**config.mk**
```make
export PLATFORM = sky130hd
export DESIGN_NAME = vkms_lane
export DESIGN_NICKNAME = d
export VERILOG_FILES = /design/src/sv/vkms_pkg.sv /design/src/sv/vkms_lane.sv
export SDC_FILE = /design/constraint.sdc
export NUM_CORES = 1
export LEC_CHECK = 0
export ABC_AREA = 1
export BUFFER_PORTS_ARGS = -buffer_cell sky130_fd_sc_hd__buf_2
export CAP_MARGIN = 20
export CORE_ASPECT_RATIO = 1.1
export CORE_MARGIN = 2
export CORE_UTILIZATION = 37
export DETAILED_ROUTE_END_ITERATION = 12
export PLACE_DENSITY = 0.51
export SKIP_CTS_REPAIR_TIMING = 1
export SYNTH_ARGS = -nofsm -noshare
export SYNTH_HDL_FRONTEND = slang
export SYNTH_SLANG_ARGS = --single-unit
```
**constraint.sdc**
```tcl
create_clock -name clk -period 10.6 [get_ports clk]
set_input_delay 0 -clock clk [delete_from_list [all_inputs] [get_ports clk]]
set_output_delay 0 -clock clk [all_outputs]
set_load 0.1 [all_outputs]
```
**src/sv/vkms_pkg.sv**
```systemverilog
package vkms_pkg;

    // Field widths
    localparam int ROW_PORT_W = 16;
    localparam int TIME_W     = 20;
    localparam int STAMP_W    = 32;
    localparam int VEL_W      = 7;
    localparam int NOTE_W     = 8;
    localparam int DIV_W      = TIME_W + 6;
    localparam int REM_W      = TIME_W + 7;

    // Item opcodes
    localparam logic OP_SCAN   = 1'b0;
    localparam logic OP_BUTTON = 1'b1;

    // Configuration register indexes
    localparam logic [1:0] REG_FAST_GAP  = 2'd0;
    localparam logic [1:0] REG_SLOW_GAP  = 2'd1;
    localparam logic [1:0] REG_BASE_NOTE = 2'd2;

    // Message status codes
    localparam logic [7:0] STATUS_NOTE_ON  = 8'd144;
    localparam logic [7:0] STATUS_NOTE_OFF = 8'd128;

    localparam logic [VEL_W-1:0] FULL_VELOCITY = 7'd127;

    // Octave shift limits
    localparam logic signed [2:0] OCT_LOW  = -3'sd3;
    localparam logic signed [2:0] OCT_HIGH = 3'sd3;

    // Shared control from the sequencer to every lane
    typedef struct packed {
        logic              load;
        logic              mul_en;
        logic              div_en;
        logic              sq_en;
        logic              cube_en;
        logic              bad_window;
        logic [TIME_W-1:0] fast_gap;
        logic [TIME_W-1:0] slow_gap;
        logic [DIV_W-1:0]  divisor;
    } vkms_ctrl_t;

    // What one lane found for the current scan
    typedef struct packed {
        logic             on;
        logic             off;
        logic [VEL_W-1:0] vel;
    } vkms_lane_res_t;

    // 12 * octave, modulo 256, for octaves -3 to 3
    function automatic logic [NOTE_W-1:0] oct_offset(input logic signed [2:0] oct);
        logic [NOTE_W-1:0] off;
        case (oct)
            3'b000:  off = 8'd0;
            3'b001:  off = 8'd12;
            3'b010:  off = 8'd24;
            3'b011:  off = 8'd36;
            3'b111:  off = 8'd244;
            3'b110:  off = 8'd232;
            3'b101:  off = 8'd220;
            default: off = 8'd0;
        endcase
        return off;
    endfunction

endpackage

```
**src/sv/vkms_lane.sv**
```systemverilog
// One row pair: key flags and press stamps for every column, plus a
// velocity unit (clamp, 7-step quotient, cubic curve).
module vkms_lane #(
    parameter int COLUMN_LINES = 8,
    localparam int COL_W = (COLUMN_LINES > 1) ? $clog2(COLUMN_LINES) : 1
) (
    input  logic                    clk,
    input  logic                    rst_n,
    input  vkms_pkg::vkms_ctrl_t    ctrl,
    input  logic [COL_W-1:0]        col_idx,
    input  logic                    odd_level,
    input  logic                    even_level,
    input  logic [31:0]             now_us,
    output vkms_pkg::vkms_lane_res_t res
);
    import vkms_pkg::*;

    logic [COLUMN_LINES-1:0] key_down_reg;
    logic [COLUMN_LINES-1:0] pend_reg;
    logic [STAMP_W-1:0]      stamp_reg [COLUMN_LINES];

    logic               on_reg, off_reg;
    logic [STAMP_W-1:0] elapsed_reg;
    logic [REM_W-1:0]   rem_reg;
    logic [VEL_W-1:0]   quo_reg;
    logic [VEL_W-1:0]   v_reg;
    logic [VEL_W-1:0]   vv_reg;
    logic [VEL_W-1:0]   vel_reg;

    logic               kd, pend, press, pend_hit, on_next, off_next, pend_next;
    logic [STAMP_W-1:0] stamp_cur, elapsed_next;
    logic [STAMP_W-1:0] t_hi, t_clamp;
    logic [TIME_W-1:0]  span_n;
    logic [REM_W:0]     trial;
    logic [VEL_W-1:0]   v_next;
    logic [2*VEL_W-1:0] sq_prod, cube_prod;

    // Press / note-on / release decision for the driven column
    always_comb
    begin
        kd           = key_down_reg[col_idx];
        pend         = pend_reg[col_idx];
        press        = odd_level && !kd;
        pend_hit     = press || pend;
        stamp_cur    = press ? now_us : stamp_reg[col_idx];
        on_next      = even_level && pend_hit;
        off_next     = !odd_level && kd;
        pend_next    = pend_hit && !on_next;
        elapsed_next = now_us - stamp_cur;
    end

    // Key flags
    always_ff @(posedge clk or negedge rst_n)
    begin
        if (!rst_n)
        begin
            key_down_reg <= '0;
            pend_reg     <= '0;
            on_reg       <= 1'b0;
            off_reg      <= 1'b0;
        end
        else if (ctrl.load)
        begin
            key_down_reg[col_idx] <= odd_level;
            pend_reg[col_idx]     <= pend_next;
            on_reg                <= on_next;
            off_reg               <= off_next;
        end
    end

    // Press stamps, only read while the pending flag is set
    always_ff @(posedge clk)
    begin
        if (ctrl.load && press)
            stamp_reg[col_idx] <= now_us;
    end

    // Velocity datapath
    always_comb
    begin
        t_hi      = (elapsed_reg > {12'd0, ctrl.slow_gap}) ? {12'd0, ctrl.slow_gap}
                                                           : elapsed_reg;
        t_clamp   = (t_hi < {12'd0, ctrl.fast_gap}) ? {12'd0, ctrl.fast_gap} : t_hi;
        span_n    = t_clamp[TIME_W-1:0] - ctrl.fast_gap;
        trial     = {1'b0, rem_reg} - {2'b00, ctrl.divisor};
        v_next    = FULL_VELOCITY - quo_reg;
        sq_prod   = v_next * v_next;
        cube_prod = vv_reg * v_reg;
    end

    always_ff @(posedge clk)
    begin
        if (ctrl.load)
            elapsed_reg <= elapsed_next;
        // scaled gap: n * 127
        if (ctrl.mul_en)
        begin
            rem_reg <= {span_n, 7'd0} - {7'd0, span_n};
            quo_reg <= '0;
        end
        // one quotient bit per step, MSB first
        if (ctrl.div_en)
        begin
            if (!trial[REM_W])
            begin
                rem_reg <= trial[REM_W-1:0];
                quo_reg <= {quo_reg[VEL_W-2:0], 1'b1};
            end
            else
            begin
                quo_reg <= {quo_reg[VEL_W-2:0], 1'b0};
            end
        end
        if (ctrl.sq_en)
        begin
            v_reg  <= v_next;
            vv_reg <= sq_prod[2*VEL_W-1:VEL_W];
        end
        if (ctrl.cube_en)
        begin
            if (ctrl.bad_window || v_reg == FULL_VELOCITY)
                vel_reg <= FULL_VELOCITY;
            else
                vel_reg <= cube_prod[2*VEL_W-1:VEL_W];
        end
    end

    assign res.on  = on_reg;
    assign res.off = off_reg;
    assign res.vel = vel_reg;

endmodule

```
==> results.md <==
* Hold path cells at 5
* Period utilization at 68.5%
* Routing usage on met2 at 32.5%
* Setup_tns at 0 ns
* Internal at 3.81 mW
* Gpl congestion at a little under 0.9
* R2r setup slk at 3.34 ns
* M1 GR Usage at a little under a quarter
* CP max stage delay at 0.42 ns
* Crit path arrival time at 7.70 ns
* Setup Crit Path Kind: flop to flop
* Hold endpoint: rem_reg[19]
* Final Cell Area at approximately 25000 µm²
* Initial antenna violation count at 3
* # setup viols final at 0
* H-tree levels at 2
* Avg WL per Cell at 17.8 µm
* Slew Viols, Final at 0
* Worst Skew at about 0.016 ns
* Fill count at between 5000 and 6000
* Final setup margin at between 3 and 4 ns
* Ys Warns at 0
* DRC Markers at 0
* Routed vias at 15400
* CP Buf/Inv Count at 3
* Leak at between 10 and 15 nW
* Drt first pass iters at 5
* TritonCTS clock tree: done
* Final wirelength at 54.5 mm
* Root Driver: clkbuf_16
* Clock share of power at 22.9%
* Seq cells post-synth at approximately 360
* Worst r2r dst: rem_reg[23]
* PD cells at 251 nW/µm²
* IO Pins at 120
* Syn avg cell area at 10.2 µm²
* Area occupied by multi-input gates at between 9000 and 10000 µm²
* Die height at 257 µm
* Worst EP required at 11.04 ns
* Seq/Total Area, Yosys at 48.6%
* Layout Nets at ~2600
* Rel. slew slack at 34.1%
* NetSw at 2.43 mW
* Final Non-Filler Cells at 3063
* RSZ-0062 raised after global routing: no
* Detailed placer's ending HPWL at 38.2 mm
* Die X at 234 µm
* Status: finished, violations left
* Sw Share at 38.9%
* Post-Place Setup Slack at 3.22 ns
* Crit path capture type: flop
* Max IR drop VDD at 0.151 mV
* Antenna cells at 0
* Global route overflow at 0
* Delay-heaviest family, CP: simple AND/OR/NAND/NOR gates
* Grt met3 use at about 2.2%
* FF/Latch Area at 10500 µm²
* CP max-delay cell: a211oi_1
* Row cnt at 92
* Clock Latency Late Sink at 0.56 ns
* Hold WC Path Type: input port to flop
* Number of I/O port buffers at 119
* Synth-to-layout area growth at 15.1%
* Fmax at 138 MHz
* Final hold slack at -0.0000528 ns
* Main synth FF type: edfxtp_1
* Post-synth EDFFs at 316
* Worst R2R Start: elapsed_reg[30]
* Startpoint type of the worst setup path: flop
* Sequential power share at 30.1%
* Avg Vias per Cell at 5.04
* Post-DP Area at 23000 µm²
* Violated checks: negative hold slack
* First-pass GRT wire length at 85.0 mm
* GRT Overall Usage at 18.2%
* Iter 0 DRT Violations at just over 900
* Core region area at 57400 µm²
* Max Cap Viol at 0
* Post-DRT Antenna Nets at 0
* Clock-pin slew on the worst setup and hold paths at 0.06 ns
* Syn Nets at around 2400
* Crit Path Max Fanout at 41
* Worst r2r path cells at 42
* Post-synth cell types at 69
* Starting Density at 37.5%
* CP dominant cell by count: nand2_1
* Combinational share of power at about 47%
* Total CTS buffers at 42
* Die area at 60200 µm²
* Clk buf depth at 3
* Via count of the first global-routing pass at 15500
* Async SR Flop Fraction at 4.99%
* Placed insts at 2943
* Tightest Pin Transition at 0.987 ns
* Max FFs per register at 256
* Fin crit period at about 7.3 ns
* Hold_sp: ctrl[19]
* Layout cells sized above 1 at 13.1%
* Cell count after synthesis at 2112
* Post-Synthesis Cell Area at between 20000 and 25000 µm²
* CTS Sinks at roughly 360
* Gr busiest metal: met2
* Largest net degree at the start of global routing at 42
* Hold Violations, Final at 1
## how the worst max path moves through the flow
| stage | startpoint | to | cells past startpoint |
|---|---|---|---|
| final | elapsed_reg[30] | rem_reg[23] | 42 |
| after global routing | elapsed_reg[7] | rem_reg[23] | 44 |
| after CTS | elapsed_reg[30] | rem_reg[23] | 42 |
| after detailed placement | elapsed_reg[30] | rem_reg[23] | 42 |
| after global placement | elapsed_reg[15] | rem_reg[23] | 46 |
| after floorplan | elapsed_reg[13] | rem_reg[23] | 54 |
## logic make-up (layout without fill, tap and decap cells)
group / after synthesis / after routing / synth area share, %
xor+xnor: 90 / 90 / 3.85
fa+ha+maj: 220 / 220 / 14.2
simple gates: 643 / 643 / 13.0
buf+inv: 350 / 549 / 6.42
flops: 361 / 361 / 48.6
mux: 23 / 23 / 1.07
compound gates: 425 / 425 / 12.9
## per-stage QoR
| step | power, mW | utilization (%) |
|---|---|---|
| after global routing | 6.85 | 43.2 |
| after detailed placement | 4.84 | 40.1 |
| final | 6.23 | 43.2 |
| after CTS | 6.32 | 42.5 |
| after global placement | 4.80 | 40.1 |
| after floorplan | 4.26 | - |
## layer usage
metal	routed length, µm	vias up	part of all wire, %
met1	23400	7293	43
li1	-	7714	-
met5	23	-	0.042
met3	2210	105	4.1
met4	1460	4	2.7
met2	27500	317	50
## final cells by class
type                       count  share of cell area [%]
multi-input combinational   1401                    39.4
clock buffer                  59                    4.66
sequential                   361                    42.2
timing repair buffer         180                    4.67
tap                          752                    3.79
clock inverter                19                   0.822
inverter                     291                    4.41
## power groups by stage
stage	clock network (mW)	registers, mW	logic (mW)
final	1.43	1.88	2.93
after global routing	1.52	1.90	3.43
after CTS	1.47	1.88	2.97
after detailed placement	0	1.91	2.93
after global placement	0	1.90	2.89
after floorplan	0	1.96	2.30
## worst min-delay path, cell delays in order
cell and delay [ns]:
buf_2 0.10, inv_1 0.04, ha_1 0.19, a21oi_1 0.08, a21oi_1 0.10
## cells in the mapped netlist (15+ instances only)
cell type,number,area [µm²]
a21oi_1,135,676
a221oi_1,29,254
a22o_1,24,210
a22oi_1,32,240
clkbuf_1,43,161
dfrtp_1,18,450
dfxtp_1,27,541
edfxtp_1,316,9490
fa_1,40,801
ha_1,180,2250
inv_1,278,1040
mux2i_1,23,230
nand2_1,388,1460
nand2_2,17,106
nand3_1,53,265
nand4_1,42,263
nor2_1,98,368
nor3_1,16,80.1
o211ai_1,15,113
o21ai_0,78,390
o21ai_1,25,125
xnor2_1,31,272
xor2_1,55,482
## layout by cell type (no fill, tap or decap), drive strengths merged, types with 43 or more instances in the layout
| master | instances |
|---|---|
| ha | 180 |
| nand4 | 43 |
| clkbuf | 59 |
| nand3 | 59 |
| inv | 289 |
| o21ai | 114 |
| a21oi | 144 |
| buf | 138 |
| edfxtp | 316 |
| nor2 | 103 |
| nand2 | 406 |
| xor2 | 59 |
Power figures use the tool's default switching activity.
