===== src/sv/vkms_pkg.sv =====
package vkms_pkg;

    // Field widths
    localparam int ROW_PORT_W = 16;
    localparam int TIME_W     = 20;
    localparam int STAMP_W    = 32;
    localparam int VEL_W      = 7;
    localparam int NOTE_W     = 8;
    localparam int DIV_W      = TIME_W + 6;
    localparam int REM_W      = TIME_W + 7;

    // Item opcodes
    localparam logic OP_SCAN   = 1'b0;
    localparam logic OP_BUTTON = 1'b1;

    // Configuration register indexes
    localparam logic [1:0] REG_FAST_GAP  = 2'd0;
    localparam logic [1:0] REG_SLOW_GAP  = 2'd1;
    localparam logic [1:0] REG_BASE_NOTE = 2'd2;

    // Message status codes
    localparam logic [7:0] STATUS_NOTE_ON  = 8'd144;
    localparam logic [7:0] STATUS_NOTE_OFF = 8'd128;

    localparam logic [VEL_W-1:0] FULL_VELOCITY = 7'd127;

    // Octave shift limits
    localparam logic signed [2:0] OCT_LOW  = -3'sd3;
    localparam logic signed [2:0] OCT_HIGH = 3'sd3;

    // Shared control from the sequencer to every lane
    typedef struct packed {
        logic              load;
        logic              mul_en;
        logic              div_en;
        logic              sq_en;
        logic              cube_en;
        logic              bad_window;
        logic [TIME_W-1:0] fast_gap;
        logic [TIME_W-1:0] slow_gap;
        logic [DIV_W-1:0]  divisor;
    } vkms_ctrl_t;

    // What one lane found for the current scan
    typedef struct packed {
        logic             on;
        logic             off;
        logic [VEL_W-1:0] vel;
    } vkms_lane_res_t;

    // 12 * octave, modulo 256, for octaves -3 to 3
    function automatic logic [NOTE_W-1:0] oct_offset(input logic signed [2:0] oct);
        logic [NOTE_W-1:0] off;
        case (oct)
            3'b000:  off = 8'd0;
            3'b001:  off = 8'd12;
            3'b010:  off = 8'd24;
            3'b011:  off = 8'd36;
            3'b111:  off = 8'd244;
            3'b110:  off = 8'd232;
            3'b101:  off = 8'd220;
            default: off = 8'd0;
        endcase
        return off;
    endfunction

endpackage


===== src/sv/vkms_merge.sv =====
// Merging stage: note-ons in pair order, then note-offs, into one
// output register.
module vkms_merge #(
    parameter int PAIR_COUNT   = 8,
    parameter int COLUMN_LINES = 8,
    localparam int PW    = (PAIR_COUNT > 1) ? $clog2(PAIR_COUNT) : 1,
    localparam int COL_W = (COLUMN_LINES > 1) ? $clog2(COLUMN_LINES) : 1
) (
    input  logic                                     clk,
    input  logic                                     rst_n,
    input  logic                                     load,
    input  vkms_pkg::vkms_lane_res_t [PAIR_COUNT-1:0] res,
    input  logic [COL_W-1:0]                         col,
    input  logic [6:0]                               base_note,
    input  logic signed [2:0]                        octave,
    input  logic                                     out_stall,
    output logic                                     out_valid,
    output logic [7:0]                               status_byte,
    output logic [7:0]                               note_number,
    output logic [6:0]                               velocity,
    output logic                                     last,
    output logic                                     busy
);
    import vkms_pkg::*;

    logic [PAIR_COUNT-1:0] on_left_reg, off_left_reg;
    logic [PAIR_COUNT-1:0] on_hits, off_hits, pick, rest;
    logic                  out_valid_reg, last_reg;
    logic [7:0]            status_reg, note_reg;
    logic [VEL_W-1:0]      vel_reg;

    logic                  slot_free, use_on, emit, last_next;
    logic [PW-1:0]         pick_idx;
    logic [NOTE_W-1:0]     key_num, note_next;

    // lowest set bit wins
    function automatic logic [PW-1:0] first_set(input logic [PAIR_COUNT-1:0] flags);
        logic [PW-1:0] idx;
        idx = '0;
        for (int i = PAIR_COUNT - 1; i >= 0; i--)
        begin
            if (flags[i])
                idx = PW'(i);
        end
        return idx;
    endfunction

    always_comb
    begin
        for (int i = 0; i < PAIR_COUNT; i++)
        begin
            on_hits[i]  = res[i].on;
            off_hits[i] = res[i].off;
        end
    end

    // Pick the next message
    always_comb
    begin
        slot_free = !out_valid_reg || !out_stall;
        use_on    = |on_left_reg;
        pick      = use_on ? on_left_reg : off_left_reg;
        pick_idx  = first_set(pick);
        rest      = pick & (pick - PAIR_COUNT'(1));
        emit      = slot_free && (|pick);
        last_next = use_on ? ((rest == '0) && (off_left_reg == '0)) : (rest == '0);
        key_num   = 8'(32'(pick_idx) * COLUMN_LINES) + 8'(col);
        note_next = {1'b0, base_note} + key_num + oct_offset(octave);
    end

    always_ff @(posedge clk or negedge rst_n)
    begin
        if (!rst_n)
        begin
            on_left_reg   <= '0;
            off_left_reg  <= '0;
            out_valid_reg <= 1'b0;
        end
        else
        begin
            if (load)
            begin
                on_left_reg  <= on_hits;
                off_left_reg <= off_hits;
            end
            else if (emit)
            begin
                if (use_on)
                    on_left_reg <= rest;
                else
                    off_left_reg <= rest;
            end
            if (emit)
                out_valid_reg <= 1'b1;
            else if (!out_stall)
                out_valid_reg <= 1'b0;
        end
    end

    // Output payload
    always_ff @(posedge clk)
    begin
        if (emit)
        begin
            status_reg <= use_on ? STATUS_NOTE_ON : STATUS_NOTE_OFF;
            note_reg   <= note_next;
            vel_reg    <= use_on ? res[pick_idx].vel : '0;
            last_reg   <= last_next;
        end
    end

    assign out_valid   = out_valid_reg;
    assign status_byte = status_reg;
    assign note_number = note_reg;
    assign velocity    = vel_reg;
    assign last        = last_reg;
    assign busy        = (|on_left_reg) || (|off_left_reg);

endmodule


===== config.mk =====
export PLATFORM = sky130hd
export DESIGN_NAME = vkms_merge
export DESIGN_NICKNAME = d
export VERILOG_FILES = /design/src/sv/vkms_pkg.sv /design/src/sv/vkms_merge.sv
export SDC_FILE = /design/constraint.sdc
export NUM_CORES = 1
export LEC_CHECK = 0
export BUFFER_PORTS_ARGS = -buffer_cell sky130_fd_sc_hd__buf_2
export CAP_MARGIN = 0
export CORE_ASPECT_RATIO = 1.2
export CORE_MARGIN = 1
export CORE_UTILIZATION = 45
export DETAILED_ROUTE_END_ITERATION = 8
export PLACE_DENSITY = 0.82
export SETUP_SLACK_MARGIN = 0.4
export SYNTH_ARGS = -nofsm -noshare
export SYNTH_HDL_FRONTEND = slang
export SYNTH_SLANG_ARGS = --single-unit

===== constraint.sdc =====
create_clock -name clk -period 3.32 [get_ports clk]
set_input_delay 0.166 -clock clk [delete_from_list [all_inputs] [get_ports clk]]
set_output_delay 0.166 -clock clk [all_outputs]
set_load 0.02 [all_outputs]

==> results of run 1 <==
## worst max-delay path by stage
| stage | from | end | slack, ns | cells after the start |
|---|---|---|---|---|
| 2_1_floorplan | on_left_reg[7] | note_number[7] | -0.27 | 14 |
| 3_3_place_gp | on_left_reg[4] | note_number[7] | -0.03 | 12 |
| 3_5_place_dp | on_left_reg[4] | note_number[7] | -0.19 | 12 |
| 4_1_cts | on_left_reg[4] | note_number[7] | -0.02 | 12 |
| 5_1_grt | on_left_reg[4] | note_number[7] | -0.17 | 12 |
| 6_report | on_left_reg[4] | note_number[7] | -0.02 | 12 |
## layout make-up
cell class / instances / area (sq um) / share of cell area (%)
timing repair buffer: 137 / 771 / 20.5
inverter: 19 / 71.3 / 1.90
multi-input combinational: 252 / 1780 / 47.5
sequential: 34 / 936 / 24.9
clock buffer: 8 / 90.1 / 2.40
tap: 82 / 103 / 2.73
## metrics by stage
step,total power [mW],worst slack (ns)
3_5_place_dp,1.36,-0.194
5_1_grt,1.87,-0.165
4_1_cts,1.72,-0.0200
6_report,1.75,-0.0205
2_1_floorplan,1.11,-0.272
3_3_place_gp,1.33,-0.0321
## kinds of logic (layout without fill, tap and decap cells)
family / after synthesis / count (layout)
AOI/OAI and AO/OA: 116 / 116
xor gates and xnor gates: 6 / 6
adders and majority gates: 14 / 14
buffers and inverters: 49 / 164
DFF: 34 / 34
muxes: 12 / 12
other: 2 / 7
and+or+nand+nor: 97 / 97
## power groups by stage
stage	Combinational [mW]	Sequential, mW	Clock (mW)
2_1_floorplan	0.473	0.635	0
3_3_place_gp	0.761	0.568	0
3_5_place_dp	0.785	0.571	0
4_1_cts	0.845	0.563	0.316
5_1_grt	0.964	0.571	0.331
6_report	0.877	0.564	0.313
## synth_stat cells (3+ instances only)
cell type                  count
sky130_fd_sc_hd__o211ai_1      8
sky130_fd_sc_hd__buf_6         7
sky130_fd_sc_hd__nor2_1       17
sky130_fd_sc_hd__a21oi_1      14
sky130_fd_sc_hd__nand4_1       7
sky130_fd_sc_hd__dfrtp_1      17
sky130_fd_sc_hd__o21ai_1       6
sky130_fd_sc_hd__a31oi_1       3
sky130_fd_sc_hd__o31ai_1       4
sky130_fd_sc_hd__or4_1         3
sky130_fd_sc_hd__nor4_1        4
sky130_fd_sc_hd__ha_1          9
sky130_fd_sc_hd__o21bai_1      3
sky130_fd_sc_hd__clkbuf_1     10
sky130_fd_sc_hd__fa_1          5
sky130_fd_sc_hd__and3_1       30
sky130_fd_sc_hd__nand2_1      19
sky130_fd_sc_hd__buf_4         8
sky130_fd_sc_hd__nand3_1       3
sky130_fd_sc_hd__edfxtp_1     17
sky130_fd_sc_hd__o21ai_0      34
sky130_fd_sc_hd__a41oi_1       3
sky130_fd_sc_hd__a21boi_1      4
sky130_fd_sc_hd__a21boi_0     24
sky130_fd_sc_hd__inv_1        18
sky130_fd_sc_hd__or2_2         3
sky130_fd_sc_hd__xnor2_1       5
sky130_fd_sc_hd__buf_2         4
sky130_fd_sc_hd__o21a_1        3
sky130_fd_sc_hd__mux2i_1      12
sky130_fd_sc_hd__nor3_1        3
## worst max-delay path, cell delays in order (launching register included)
cell and delay [ns]:
sky130_fd_sc_hd__dfrtp_1 0.37, sky130_fd_sc_hd__or4_4 0.53, sky130_fd_sc_hd__o41a_1 0.38, sky130_fd_sc_hd__a221oi_4 0.26, sky130_fd_sc_hd__nand2_2 0.09, sky130_fd_sc_hd__fa_1 0.53
sky130_fd_sc_hd__inv_2 0.05, sky130_fd_sc_hd__ha_4 0.23, sky130_fd_sc_hd__a21o_1 0.19, sky130_fd_sc_hd__a21oi_2 0.15, sky130_fd_sc_hd__o21bai_1 0.09, sky130_fd_sc_hd__a21oi_2 0.15
sky130_fd_sc_hd__xnor2_1 0.07
## layer usage
layer / up-vias / GRT usage [%] / routed length (um)
met5: - / 0 / 0
met2: 98 / 44.5 / 4160
met3: 21 / 3.35 / 323
met4: 0 / 13.0 / 204
met1: 1388 / 28.6 / 3250
li1: 1441 / - / -
## what timing repair did
item / in CTS / in global routing
endpoints found under the hold margin: 17 / 0
gates resized for setup: 10 / 3
hold buffers: 1 / 0
setup endpoints to repair: 5 / 8
pin swaps: 6 / 4
gates cloned: 0 / 0
buffers inserted: 4 / 0
==> load_flow_metrics.sql, run 1 <==
INSERT INTO impl_metrics (metric_group, metric, value, unit) VALUES
('outcome', 'result_of_the_run', 'complete, but fails checks', ''),
('outcome', 'violations', 'negative setup slack', ''),
('timing', 'report.final.hold_viol_count', '0', ''),
('detailed_routing', 'drt-pass1-iter-count', '4', ''),
('logic_synthesis', 'yosys.area_share.adder', '7.38', '%'),
('logic_synthesis', 'netlist_area', '0.00288', 'sq mm'),
('floorplanning', 'die_height', '89.7', 'um'),
('cts', 'numCtsBuffers', '5', ''),
('logic_synthesis', 'post_synth_xor_area_fraction', '1.82', '%'),
('cts', 'clk_latency', '0.29', 'ns'),
('worst_setup_path', 'crit_start_category', 'flip-flop', ''),
('layout', 'insertedDiodeCount', '0', ''),
('power_and_ir_drop', 'switching_share', '38.0', '%'),
('placement', 'detailedPlacementHpwl', '6100', 'um'),
('job', 'timing.max_cap.violations', '0', ''),
('floorplanning', 'core_area', '0.00609', 'sq mm'),
('worst_setup_path', 'timing.setup.critical_path_class', 'flip-flop to flip-flop', ''),
('timing', 'timing.max_slew.rel_slack', '44.7', '%'),
('timing', 'max_freq', '299', 'MHz'),
('floorplanning', 'core.rowCount', '31', ''),
('timing', 'layout_worst_path_cycle_share', '101', '%'),
('worst_setup_path', 'r2r_setup_slack', '-0.02', 'ns'),
('global_routing', 'grt_util_all_layers', '24.9', '%'),
('power_and_ir_drop', 'leakage', '1.78', 'nW'),
('cts', 'clkSlewWorstSetupHoldPaths', '0.07', 'ns'),
('timing', 'clock_skew', '0.00318', 'ns'),
('worst_setup_path', 'r2r_endpoint', 'note_number[7]', ''),
('floorplanning', 'boundaryPins', '115', ''),
('timing', 'final-setup-viol-count', '1', ''),
('placement', 'port-buffer-count', '107', ''),
('layout', 'layout.cells.most_common', 'sky130_fd_sc_hd__buf_2', ''),
('timing', 'timing_worst_slew_pin_value', '0.830', 'ns'),
('timing', 'postLayoutSetupSlackWorst', '-0.0205', 'ns'),
('worst_hold_path', 'hold-path-endpoint', 'on_left_reg[0]', ''),
('logic_synthesis', 'netlist_top_cells_area', 'sky130_fd_sc_hd__edfxtp_1 18%, sky130_fd_sc_hd__dfrtp_1 15%, sky130_fd_sc_hd__and3_1 6.5%', ''),
('layout', 'final_layout_size_suffix_gt1_share', '36.0', '%'),
('logic_synthesis', 'synth_sequential_area_ratio', '32.5', '%'),
('logic_synthesis', 'post_synthesis_share_of_cell_area_spent_on_and_or_nand_and_nor_gates', '18.3', '%'),
('floorplanning', 'floorplan.initialDensity', '47.3', '%'),
('layout', 'stdcell_count', '532', ''),
('floorplanning', 'die_area', '0.00673', 'sq mm'),
('layout', 'finalCoreUtilization', '61.6', '%'),
('cts', 'cts_tree', 'done', ''),
('logic_synthesis', 'synth_top_family_by_area', 'compound AO/OA/AOI/OAI gates', ''),
('timing', 'hold-worst-slack', '0.0865', 'ns'),
('logic_synthesis', 'syn-mean-instance-area', '8.73', 'sq um'),
('logic_synthesis', 'synth_mux_area_share', '4.17', '%'),
('logic_synthesis', 'register_bit_count_reported_by_yosys', '34', ''),
('power_and_ir_drop', 'max_ir_drop_vdd', '0.218', 'mV'),
('worst_setup_path', 'worst_ep_arrival_time', '3.39', 'ns'),
('power_and_ir_drop', 'p_switching', '666', 'uW'),
('timing', 'drv_slew', '0', ''),
('global_routing', 'grt_antenna_before_repair', '0', ''),
('detailed_routing', 'vias', '2948', ''),
('worst_setup_path', 'crit_path_end_kind', 'flip-flop', ''),
('power_and_ir_drop', 'p_per_area', '467', 'mW/mm^2'),
('logic_synthesis', 'synth-edff-count', '17', ''),
('detailed_routing', 'routed_wire_length', '7930', 'um'),
('layout', 'most-common-layout-cells', '107 x sky130_fd_sc_hd__buf_2, 33 x sky130_fd_sc_hd__o21ai_0, 30 x sky130_fd_sc_hd__and3_1, 27 x sky130_fd_sc_hd__buf_4, 24 x sky130_fd_sc_hd__a21boi_0', ''),
('detailed_routing', 'drt_iter0_markers', '106', ''),
('global_routing', 'global_route_wire_length_before_repair', '12500', 'um'),
('placement', 'place_inst', '519', ''),
('logic_synthesis', 'synthDominantCellAreaShare', '17.7', '%'),
('logic_synthesis', 'synth_top_area_cell', 'sky130_fd_sc_hd__edfxtp_1', ''),
('logic_synthesis', 'synth.yosys.warnings', '0', ''),
('logic_synthesis', 'async_flop_share', '50.0', '%'),
('timing', 'rsz0062_at_grt', 'yes', ''),
('worst_setup_path', 'worst_ep_required_time', '3.37', 'ns'),
('power_and_ir_drop', 'seq_power_share', '32.1', '%'),
('detailed_routing', 'post-route-drc-count', '0', ''),
('layout', 'layout-area-overhead-vs-synth', '30.3', '%');
No activity file was read; power rests on OpenSTA's default activity.
==> inputs of run 2 (changes only) <==
--- a/config.mk
+++ b/config.mk
@@ -7,7 +7,7 @@
 export LEC_CHECK = 0
 export BUFFER_PORTS_ARGS = -buffer_cell sky130_fd_sc_hd__buf_2
 export CAP_MARGIN = 0
-export CORE_ASPECT_RATIO = 1.2
+export CORE_ASPECT_RATIO = 2
 export CORE_MARGIN = 1
 export CORE_UTILIZATION = 45
 export DETAILED_ROUTE_END_ITERATION = 8
==> run 2 against run 1 <==
Against the previous run: the flow still finishes with violations (negative setup slack); critical path depth stayed put; first-iteration DRC count shrank 2.8%; global-route usage rose by 1.7 points; utilization grew 1.4 points; clock-buffer cell count unchanged; non-clock buffer count up 3; final area increased by 2.5%; sequential cell count unchanged; maximum frequency fell by 2.3%; die area increased by 0.27%; hold slack gained 0.014 ns; combinational power up 1%.
==> load_flow_metrics.sql, run 2 (synthesis gave the netlist of run 1 again) <==
INSERT INTO impl_metrics (metric_group, metric, value, unit) VALUES
('layout', 'final_layout_size_suffix_gt1_share', '36.9', '%'),
('cts', 'cts.sinks', '34', ''),
('layout', 'fillers', '582', ''),
('layout', 'layout-area-overhead-vs-synth', '33.6', '%'),
('layout', 'fin_area', '0.00385', 'sq mm'),
('timing', 'fin_setup_tns', '-0.159', 'ns'),
('detailed_routing', 'drt-pass1-iter-count', '4', ''),
('worst_hold_path', 'whs_path_depth', '3', ''),
('timing', 'timing.max_slew.rel_slack', '47.7', '%'),
('placement', 'detailed_place.area', '0.00358', 'sq mm'),
('global_routing', 'sum_of_overflow_across_all_layers_after_global_routing', '0', ''),
('global_routing', 'grt_antenna_before_repair', '0', ''),
('timing', 'clock_skew', '0.00541', 'ns'),
('worst_setup_path', 'worst_ep_required_time', '3.34', 'ns'),
('floorplanning', 'floorplan.initialDensity', '47.2', '%'),
('global_routing', 'grt_util_all_layers', '26.5', '%'),
('timing', 'hold-worst-slack', '0.100', 'ns'),
('timing', 'final-setup-viol-count', '3', ''),
('timing', 'rsz0062_at_grt', 'yes', ''),
('cts', 'numCtsBuffers', '5', ''),
('power_and_ir_drop', 'p_per_area', '505', 'mW/mm^2'),
('detailed_routing', 'avgViaCountPerCell', '5.50', ''),
('power_and_ir_drop', 'leakage', '1.83', 'nW'),
('detailed_routing', 'vias', '2955', ''),
('layout', 'multiInputGateArea', '0.00179', 'sq mm'),
('outcome', 'violations', 'negative setup slack', ''),
('floorplanning', 'core_area', '0.00611', 'sq mm'),
('timing', 'timing_worst_slew_pin_value', '0.785', 'ns'),
('worst_setup_path', 'crit_start_category', 'flip-flop', ''),
('worst_hold_path', 'hold_path_class', 'input port to flip-flop', ''),
('floorplanning', 'die_height', '115', 'um'),
('cts', 'cts_tree', 'done', ''),
('worst_setup_path', 'rr_worst_depth', '12', ''),
('cts', 'cts-root-to-sink-buffers', '2', ''),
('floorplanning', 'chipWidth', '58.6', 'um'),
('timing', 'drv_slew', '0', ''),
('floorplanning', 'core.rowCount', '40', ''),
('cts', 'clk_latency', '0.28', 'ns'),
('detailed_routing', 'routed_wire_length', '8530', 'um'),
('layout', 'layout.nets', '555', ''),
('placement', 'finalWeightedCongestion', '0.946', ''),
('outcome', 'result_of_the_run', 'complete, but fails checks', ''),
('power_and_ir_drop', 'max_ir_drop_vdd', '0.246', 'mV'),
('global_routing', 'global_route_wire_length_before_repair', '13200', 'um'),
('worst_setup_path', 'crit_path_end_kind', 'flip-flop', ''),
('detailed_routing', 'drt_iter0_markers', '103', ''),
('layout', 'register_area', '936', 'sq um'),
('worst_setup_path', 'r2r_setup_slack', '-0.1', 'ns'),
('timing', 'layout_worst_path_cycle_share', '103', '%'),
('floorplanning', 'die_area', '0.00675', 'sq mm'),
('global_routing', 'grt_start_max_net_pins', '57', ''),
('layout', 'insertedDiodeCount', '0', ''),
('detailed_routing', 'post-route-drc-count', '0', ''),
('detailed_routing', 'post_drt_wl_per_cell', '15.9', 'um'),
('worst_setup_path', 'timing.setup.critical_path_class', 'flip-flop to flip-flop', ''),
('global_routing', 'first_global_vias', '2875', ''),
('detailed_routing', 'detail-route-antenna-nets', '0', ''),
('cts', 'clkSlewWorstSetupHoldPaths', '0.05', 'ns'),
('cts', 'clk_root_buffer_cell', 'sky130_fd_sc_hd__clkbuf_16', ''),
('job', 'timing.max_cap.violations', '0', ''),
('cts', 'h-tree-depth', '2', ''),
('floorplanning', 'boundaryPins', '115', ''),
('layout', 'layout.cells.most_common', 'sky130_fd_sc_hd__buf_2', ''),
('timing', 'report.final.hold_viol_count', '0', ''),
('placement', 'detailedPlacementHpwl', '6850', 'um'),
('timing', 'postLayoutSetupSlackWorst', '-0.0991', 'ns'),
('timing', 'max_freq', '292', 'MHz'),
('placement', 'port-buffer-count', '107', ''),
('worst_setup_path', 'critical_path_peak_fanout', '2', ''),
('layout', 'most-common-layout-cells', '107 x sky130_fd_sc_hd__buf_2, 32 x sky130_fd_sc_hd__o21ai_0, 30 x sky130_fd_sc_hd__and3_1, 30 x sky130_fd_sc_hd__buf_4, 24 x sky130_fd_sc_hd__a21boi_0', ''),
('worst_setup_path', 'worst_ep_arrival_time', '3.44', 'ns'),
('timing', 'final_period_minus_worst_setup_slack', '3.42', 'ns');
-- run 2: cell types whose count changed in the layout (fill, tap and decap cells not counted) --
cell,change
sky130_fd_sc_hd__nor4_1,-1
sky130_fd_sc_hd__a2111oi_2,+1
sky130_fd_sc_hd__a2111oi_4,-1
sky130_fd_sc_hd__o21ai_2,-1
sky130_fd_sc_hd__o21ai_1,+2
sky130_fd_sc_hd__clkbuf_16,+6
sky130_fd_sc_hd__nor4_2,+1
sky130_fd_sc_hd__xnor2_2,+1
sky130_fd_sc_hd__o21ai_0,-1
sky130_fd_sc_hd__buf_4,+3
sky130_fd_sc_hd__nor3_2,+1
sky130_fd_sc_hd__nor3_1,-1
sky130_fd_sc_hd__clkbuf_8,-6
sky130_fd_sc_hd__xnor2_1,-1
-- run 2: metal layers --
metal / wire, um / part of all wire (%) / up-vias / track usage (%)
met1: 2870 / 34 / 1366 / 24.2
met5: 0 / 0 / - / 0
li1: - / - / 1444 / -
met2: 4970 / 58 / 117 / 52.9
met4: 379 / 4.4 / 0 / 14.9
met3: 314 / 3.7 / 28 / 3.60
-- run 2: path summary, 6_finish.rpt --
check                          startpoint         endpoint
hold reg to reg                 out_valid   on_left_reg[0]
setup / recovery           on_left_reg[4]   note_number[7]
max in group asynchronous           rst_n  off_left_reg[4]
setup reg to reg           on_left_reg[4]   note_number[7]
min in group asynchronous           rst_n  off_left_reg[2]
hold / removal                    res[43]  off_left_reg[4]
-- run 2: cell type report --
type	instances	share of cell area, %
multi-input cells	252	46.4
well taps	84	2.73
inverters	19	1.85
clock buffers	8	4.10
flip-flops and latches	34	24.3
repair buffers	140	20.6
-- run 2: report_power, final --
part           internal (mW)  switching (mW)
sequential             0.535          0.0328
combinational          0.396           0.495
clock                  0.324           0.162
-- run 2: per-stage QoR --
stage	setup slack, ns	total power, mW	util [%]	cells
6_report	-0.0991	1.94	63.0	537
2_1_floorplan	-0.272	1.11	-	335
3_3_place_gp	-0.0765	1.34	58.6	524
4_1_cts	-0.0631	1.92	62.8	537
5_1_grt	-0.210	2.06	63.0	537
3_5_place_dp	-0.164	1.37	58.6	524
-- run 2: worst max-delay path, cell delays in order, from the launching register on --
cell and delay, ns:
sky130_fd_sc_hd__dfrtp_1 0.39, sky130_fd_sc_hd__or4_4 0.54, sky130_fd_sc_hd__o41a_1 0.39, sky130_fd_sc_hd__a221oi_4 0.27, sky130_fd_sc_hd__nand2_2 0.08, sky130_fd_sc_hd__fa_1 0.52, sky130_fd_sc_hd__inv_2 0.05, sky130_fd_sc_hd__ha_4 0.23
sky130_fd_sc_hd__a21o_1 0.18, sky130_fd_sc_hd__a21oi_2 0.17, sky130_fd_sc_hd__o21bai_1 0.09, sky130_fd_sc_hd__a21oi_1 0.16, sky130_fd_sc_hd__xnor2_1 0.08
-- run 2: repair_timing --
action                                 4_1_cts  5_1_grt
hold buffers                                 1        0
setup endpoints to repair                    6        5
endpoints found under the hold margin       17        0
setup buffers                                4        0
pin swaps                                    6        4
resized for setup                           12        3
==> inputs of run 3 (changes only) <==
--- a/config.mk
+++ b/config.mk
@@ -11,7 +11,7 @@
 export CORE_MARGIN = 1
 export CORE_UTILIZATION = 45
 export DETAILED_ROUTE_END_ITERATION = 8
-export PLACE_DENSITY = 0.82
+export PLACE_DENSITY = 0.78
 export SETUP_SLACK_MARGIN = 0.4
 export SYNTH_ARGS = -nofsm -noshare
 export SYNTH_HDL_FRONTEND = slang
==> run 3 against run 2 <==
Against the previous run: the run still ends with negative setup slack left; register-to-register slack better by 0.04 ns; highest routed layer unchanged; power up 0.75%; wire length decreased by 0.96%.
==> load_flow_metrics.sql, run 3 (synthesis gave the netlist of run 1 again) <==
INSERT INTO impl_metrics (metric_group, metric, value, unit) VALUES
('outcome', 'result_of_the_run', 'complete, but fails checks', ''),
('outcome', 'violations', 'negative setup slack', ''),
('worst_setup_path', 'r2r_setup_slack', '-0.06', 'ns'),
('global_routing', 'first_global_vias', '2829', ''),
('cts', 'cts-root-to-sink-buffers', '2', ''),
('layout', 'multiInputGateArea', '0.00179', 'sq mm'),
('worst_setup_path', 'worst_path_largest_cell_delay', '0.54', 'ns'),
('cts', 'cts.sinks', '34', ''),
('worst_setup_path', 'worst_path_max_delay_cell', 'sky130_fd_sc_hd__or4_4', ''),
('layout', 'stdcell_count', '542', ''),
('floorplanning', 'core.rowCount', '40', ''),
('global_routing', 'grt_antenna_before_repair', '0', ''),
('worst_setup_path', 'crit_path_frequent_cell', 'sky130_fd_sc_hd__a21oi_2', ''),
('worst_hold_path', 'hold_path_class', 'input port to flip-flop', ''),
('detailed_routing', 'avgViaCountPerCell', '5.50', ''),
('placement', 'place_inst', '526', ''),
('timing', 'timing.max_slew.rel_slack', '43.8', '%'),
('global_routing', 'grt_util_all_layers', '25.6', '%'),
('placement', 'detailedPlacementHpwl', '6430', 'um'),
('layout', 'layout-area-overhead-vs-synth', '35.0', '%'),
('timing', 'max_freq', '296', 'MHz'),
('worst_setup_path', 'critical_path_peak_fanout', '3', ''),
('layout', 'insertedDiodeCount', '0', ''),
('cts', 'cts_tree', 'done', ''),
('power_and_ir_drop', 'internal_power', '1.25', 'mW'),
('floorplanning', 'floorplan.initialDensity', '47.2', '%'),
('floorplanning', 'chipWidth', '58.6', 'um'),
('floorplanning', 'boundaryPins', '115', ''),
('detailed_routing', 'detail-route-antenna-nets', '0', ''),
('worst_setup_path', 'crit_start_category', 'flip-flop', ''),
('layout', 'finalCoreUtilization', '63.7', '%'),
('timing', 'rsz0062_at_grt', 'yes', ''),
('detailed_routing', 'drt-pass1-iter-count', '5', ''),
('detailed_routing', 'post_drt_wl_per_cell', '15.6', 'um'),
('cts', 'h-tree-depth', '2', ''),
('detailed_routing', 'post-route-drc-count', '0', ''),
('power_and_ir_drop', 'p_per_area', '503', 'mW/mm^2'),
('timing', 'final-setup-viol-count', '3', ''),
('layout', 'final_layout_size_suffix_gt1_share', '37.6', '%'),
('cts', 'clk_latency', '0.28', 'ns'),
('detailed_routing', 'drt_iter0_markers', '135', ''),
('power_and_ir_drop', 'p_switching', '707', 'uW'),
('worst_setup_path', 'worstPathCellList', 'or4_4 -> o41a_1 -> a221oi_4 -> nand2_2 -> fa_1 -> inv_2 -> ha_4 -> a21o_1 -> a21oi_2 -> o21bai_1 -> a21oi_2 -> xnor2_1', ''),
('power_and_ir_drop', 'clockPowerShare', '23.9', '%'),
('cts', 'clkSlewWorstSetupHoldPaths', '0.05', 'ns'),
('placement', 'finalWeightedCongestion', '1.06', ''),
('worst_setup_path', 'timing.setup.critical_path_class', 'flip-flop to flip-flop', ''),
('worst_setup_path', 'r2r_start', 'on_left_reg[4]', ''),
('job', 'timing.max_cap.violations', '0', ''),
('detailed_routing', 'vias', '2981', ''),
('global_routing', 'sum_of_overflow_across_all_layers_after_global_routing', '0', ''),
('layout', 'fillers', '564', ''),
('layout', 'most-common-layout-cells', '107 x sky130_fd_sc_hd__buf_2, 35 x sky130_fd_sc_hd__buf_4, 32 x sky130_fd_sc_hd__o21ai_0, 30 x sky130_fd_sc_hd__and3_1, 24 x sky130_fd_sc_hd__a21boi_0', ''),
('placement', 'port-buffer-count', '107', ''),
('worst_setup_path', 'crit_start', 'on_left_reg[4]', ''),
('timing', 'final_period_minus_worst_setup_slack', '3.38', 'ns'),
('global_routing', 'global_route_wire_length_before_repair', '12900', 'um'),
('power_and_ir_drop', 'leakage', '1.85', 'nW'),
('timing', 'postLayoutSetupSlackWorst', '-0.0631', 'ns'),
('global_routing', 'grt_start_max_net_pins', '57', ''),
('worst_setup_path', 'crit_path_end_kind', 'flip-flop', ''),
('cts', 'numCtsBuffers', '5', ''),
('power_and_ir_drop', 'switching_share', '36.1', '%'),
('detailed_routing', 'routed_wire_length', '8450', 'um'),
('power_and_ir_drop', 'seq_power_share', '29.0', '%'),
('worst_hold_path', 'hold_crit_start', 'res[52]', ''),
('timing', 'clock_skew', '0.00464', 'ns'),
('floorplanning', 'core_area', '0.00611', 'sq mm'),
('floorplanning', 'die_height', '115', 'um'),
('floorplanning', 'die_area', '0.00675', 'sq mm'),
('placement', 'place_ws', '-0.115', 'ns'),
('timing', 'layout_worst_path_cycle_share', '102', '%'),
('worst_setup_path', 'worst_ep_arrival_time', '3.41', 'ns'),
('cts', 'clk_root_buffer_cell', 'sky130_fd_sc_hd__clkbuf_16', ''),
('worst_setup_path', 'worst_ep_required_time', '3.35', 'ns'),
('worst_setup_path', 'path_buf_inv', '1', ''),
('worst_setup_path', 'critPathTopFamily', 'compound AO/OA/AOI/OAI gates', ''),
('power_and_ir_drop', 'power_frac_comb', '47.0', '%'),
('timing', 'drv_slew', '0', ''),
('timing', 'timing_worst_slew_pin_value', '0.837', 'ns'),
('layout', 'layout.cells.most_common', 'sky130_fd_sc_hd__buf_2', ''),
('layout', 'register_area', '936', 'sq um'),
('timing', 'report.final.hold_viol_count', '0', ''),
('power_and_ir_drop', 'max_ir_drop_vdd', '0.251', 'mV'),
('layout', 'layout.nets', '560', '');
==> run 3: worst reg2reg max path, stage by stage (launching register included) <==
cell and delay (ns):
sky130_fd_sc_hd__dfrtp_1 0.38, sky130_fd_sc_hd__or4_4 0.54, sky130_fd_sc_hd__o41a_1 0.40, sky130_fd_sc_hd__a221oi_4 0.27, sky130_fd_sc_hd__nand2_2 0.09, sky130_fd_sc_hd__fa_1 0.52, sky130_fd_sc_hd__inv_2 0.05, sky130_fd_sc_hd__ha_4 0.24
sky130_fd_sc_hd__a21o_1 0.19, sky130_fd_sc_hd__a21oi_2 0.15, sky130_fd_sc_hd__o21bai_1 0.09, sky130_fd_sc_hd__a21oi_2 0.14, sky130_fd_sc_hd__xnor2_1 0.08
==> run 3: cell type report <==
class                           count  area share, %
Inverter                           19           1.83
Sequential cell                    34           24.1
Multi-Input combinational cell    252           46.1
Timing Repair Buffer              145           21.6
Clock buffer                        8           3.76
Tap cell                           84           2.70
==> run 3: metal layers <==
| layer | vias to the layer above | wire (um) | track usage (%) | share of wire [%] |
|---|---|---|---|---|
| li1 | 1456 | - | - | - |
| met1 | 1348 | 2930 | 26.1 | 35 |
| met2 | 142 | 4650 | 47.0 | 55 |
| met3 | 35 | 447 | 3.04 | 5.3 |
| met4 | 0 | 422 | 17.1 | 5.0 |
| met5 | - | 0 | 0 | 0 |
==> run 3: timing repair <==
action	in CTS	in global routing
pin swaps	6	4
setup endpoints to repair	5	13
buffers inserted	4	3
hold buffers	1	0
resized for setup	11	7
endpoints found under the hold margin	17	0
==> run 3: path summary, 6_finish.rpt <==
kind,endpoint,depth (start not counted)
worst min register to register,on_left_reg[3],2
min in group asynchronous,off_left_reg[3],2
worst max register to register,note_number[7],12
max in group asynchronous,out_valid,2
worst max-delay path,note_number[7],12
worst min-delay path,off_left_reg[5],3
==> run 3: per-stage QoR <==
| step | hold slack (ns) | setup TNS [ns] | power (mW) | cell area (sq um) |
|---|---|---|---|---|
| 3_5_place_dp | 0.106 | -0.117 | 1.37 | 3590 |
| 5_1_grt | 0.121 | -0.492 | 2.05 | 3890 |
| 6_report | 0.0887 | -0.114 | 1.96 | 3890 |
| 2_1_floorplan | -0.130 | -0.485 | 1.11 | 2920 |
| 4_1_cts | 0.0921 | -0.0712 | 1.89 | 3840 |
| 3_3_place_gp | 0.104 | -0.0450 | 1.35 | 3590 |
==> run 3: power by group through the flow <==
stage,clock network [mW],registers (mW),logic [mW]
after detailed placement,0,0.574,0.793
after global routing,0.481,0.575,0.999
after floorplan,0,0.635,0.473
after global placement,0,0.574,0.777
after CTS,0.467,0.568,0.860
final,0.469,0.569,0.921
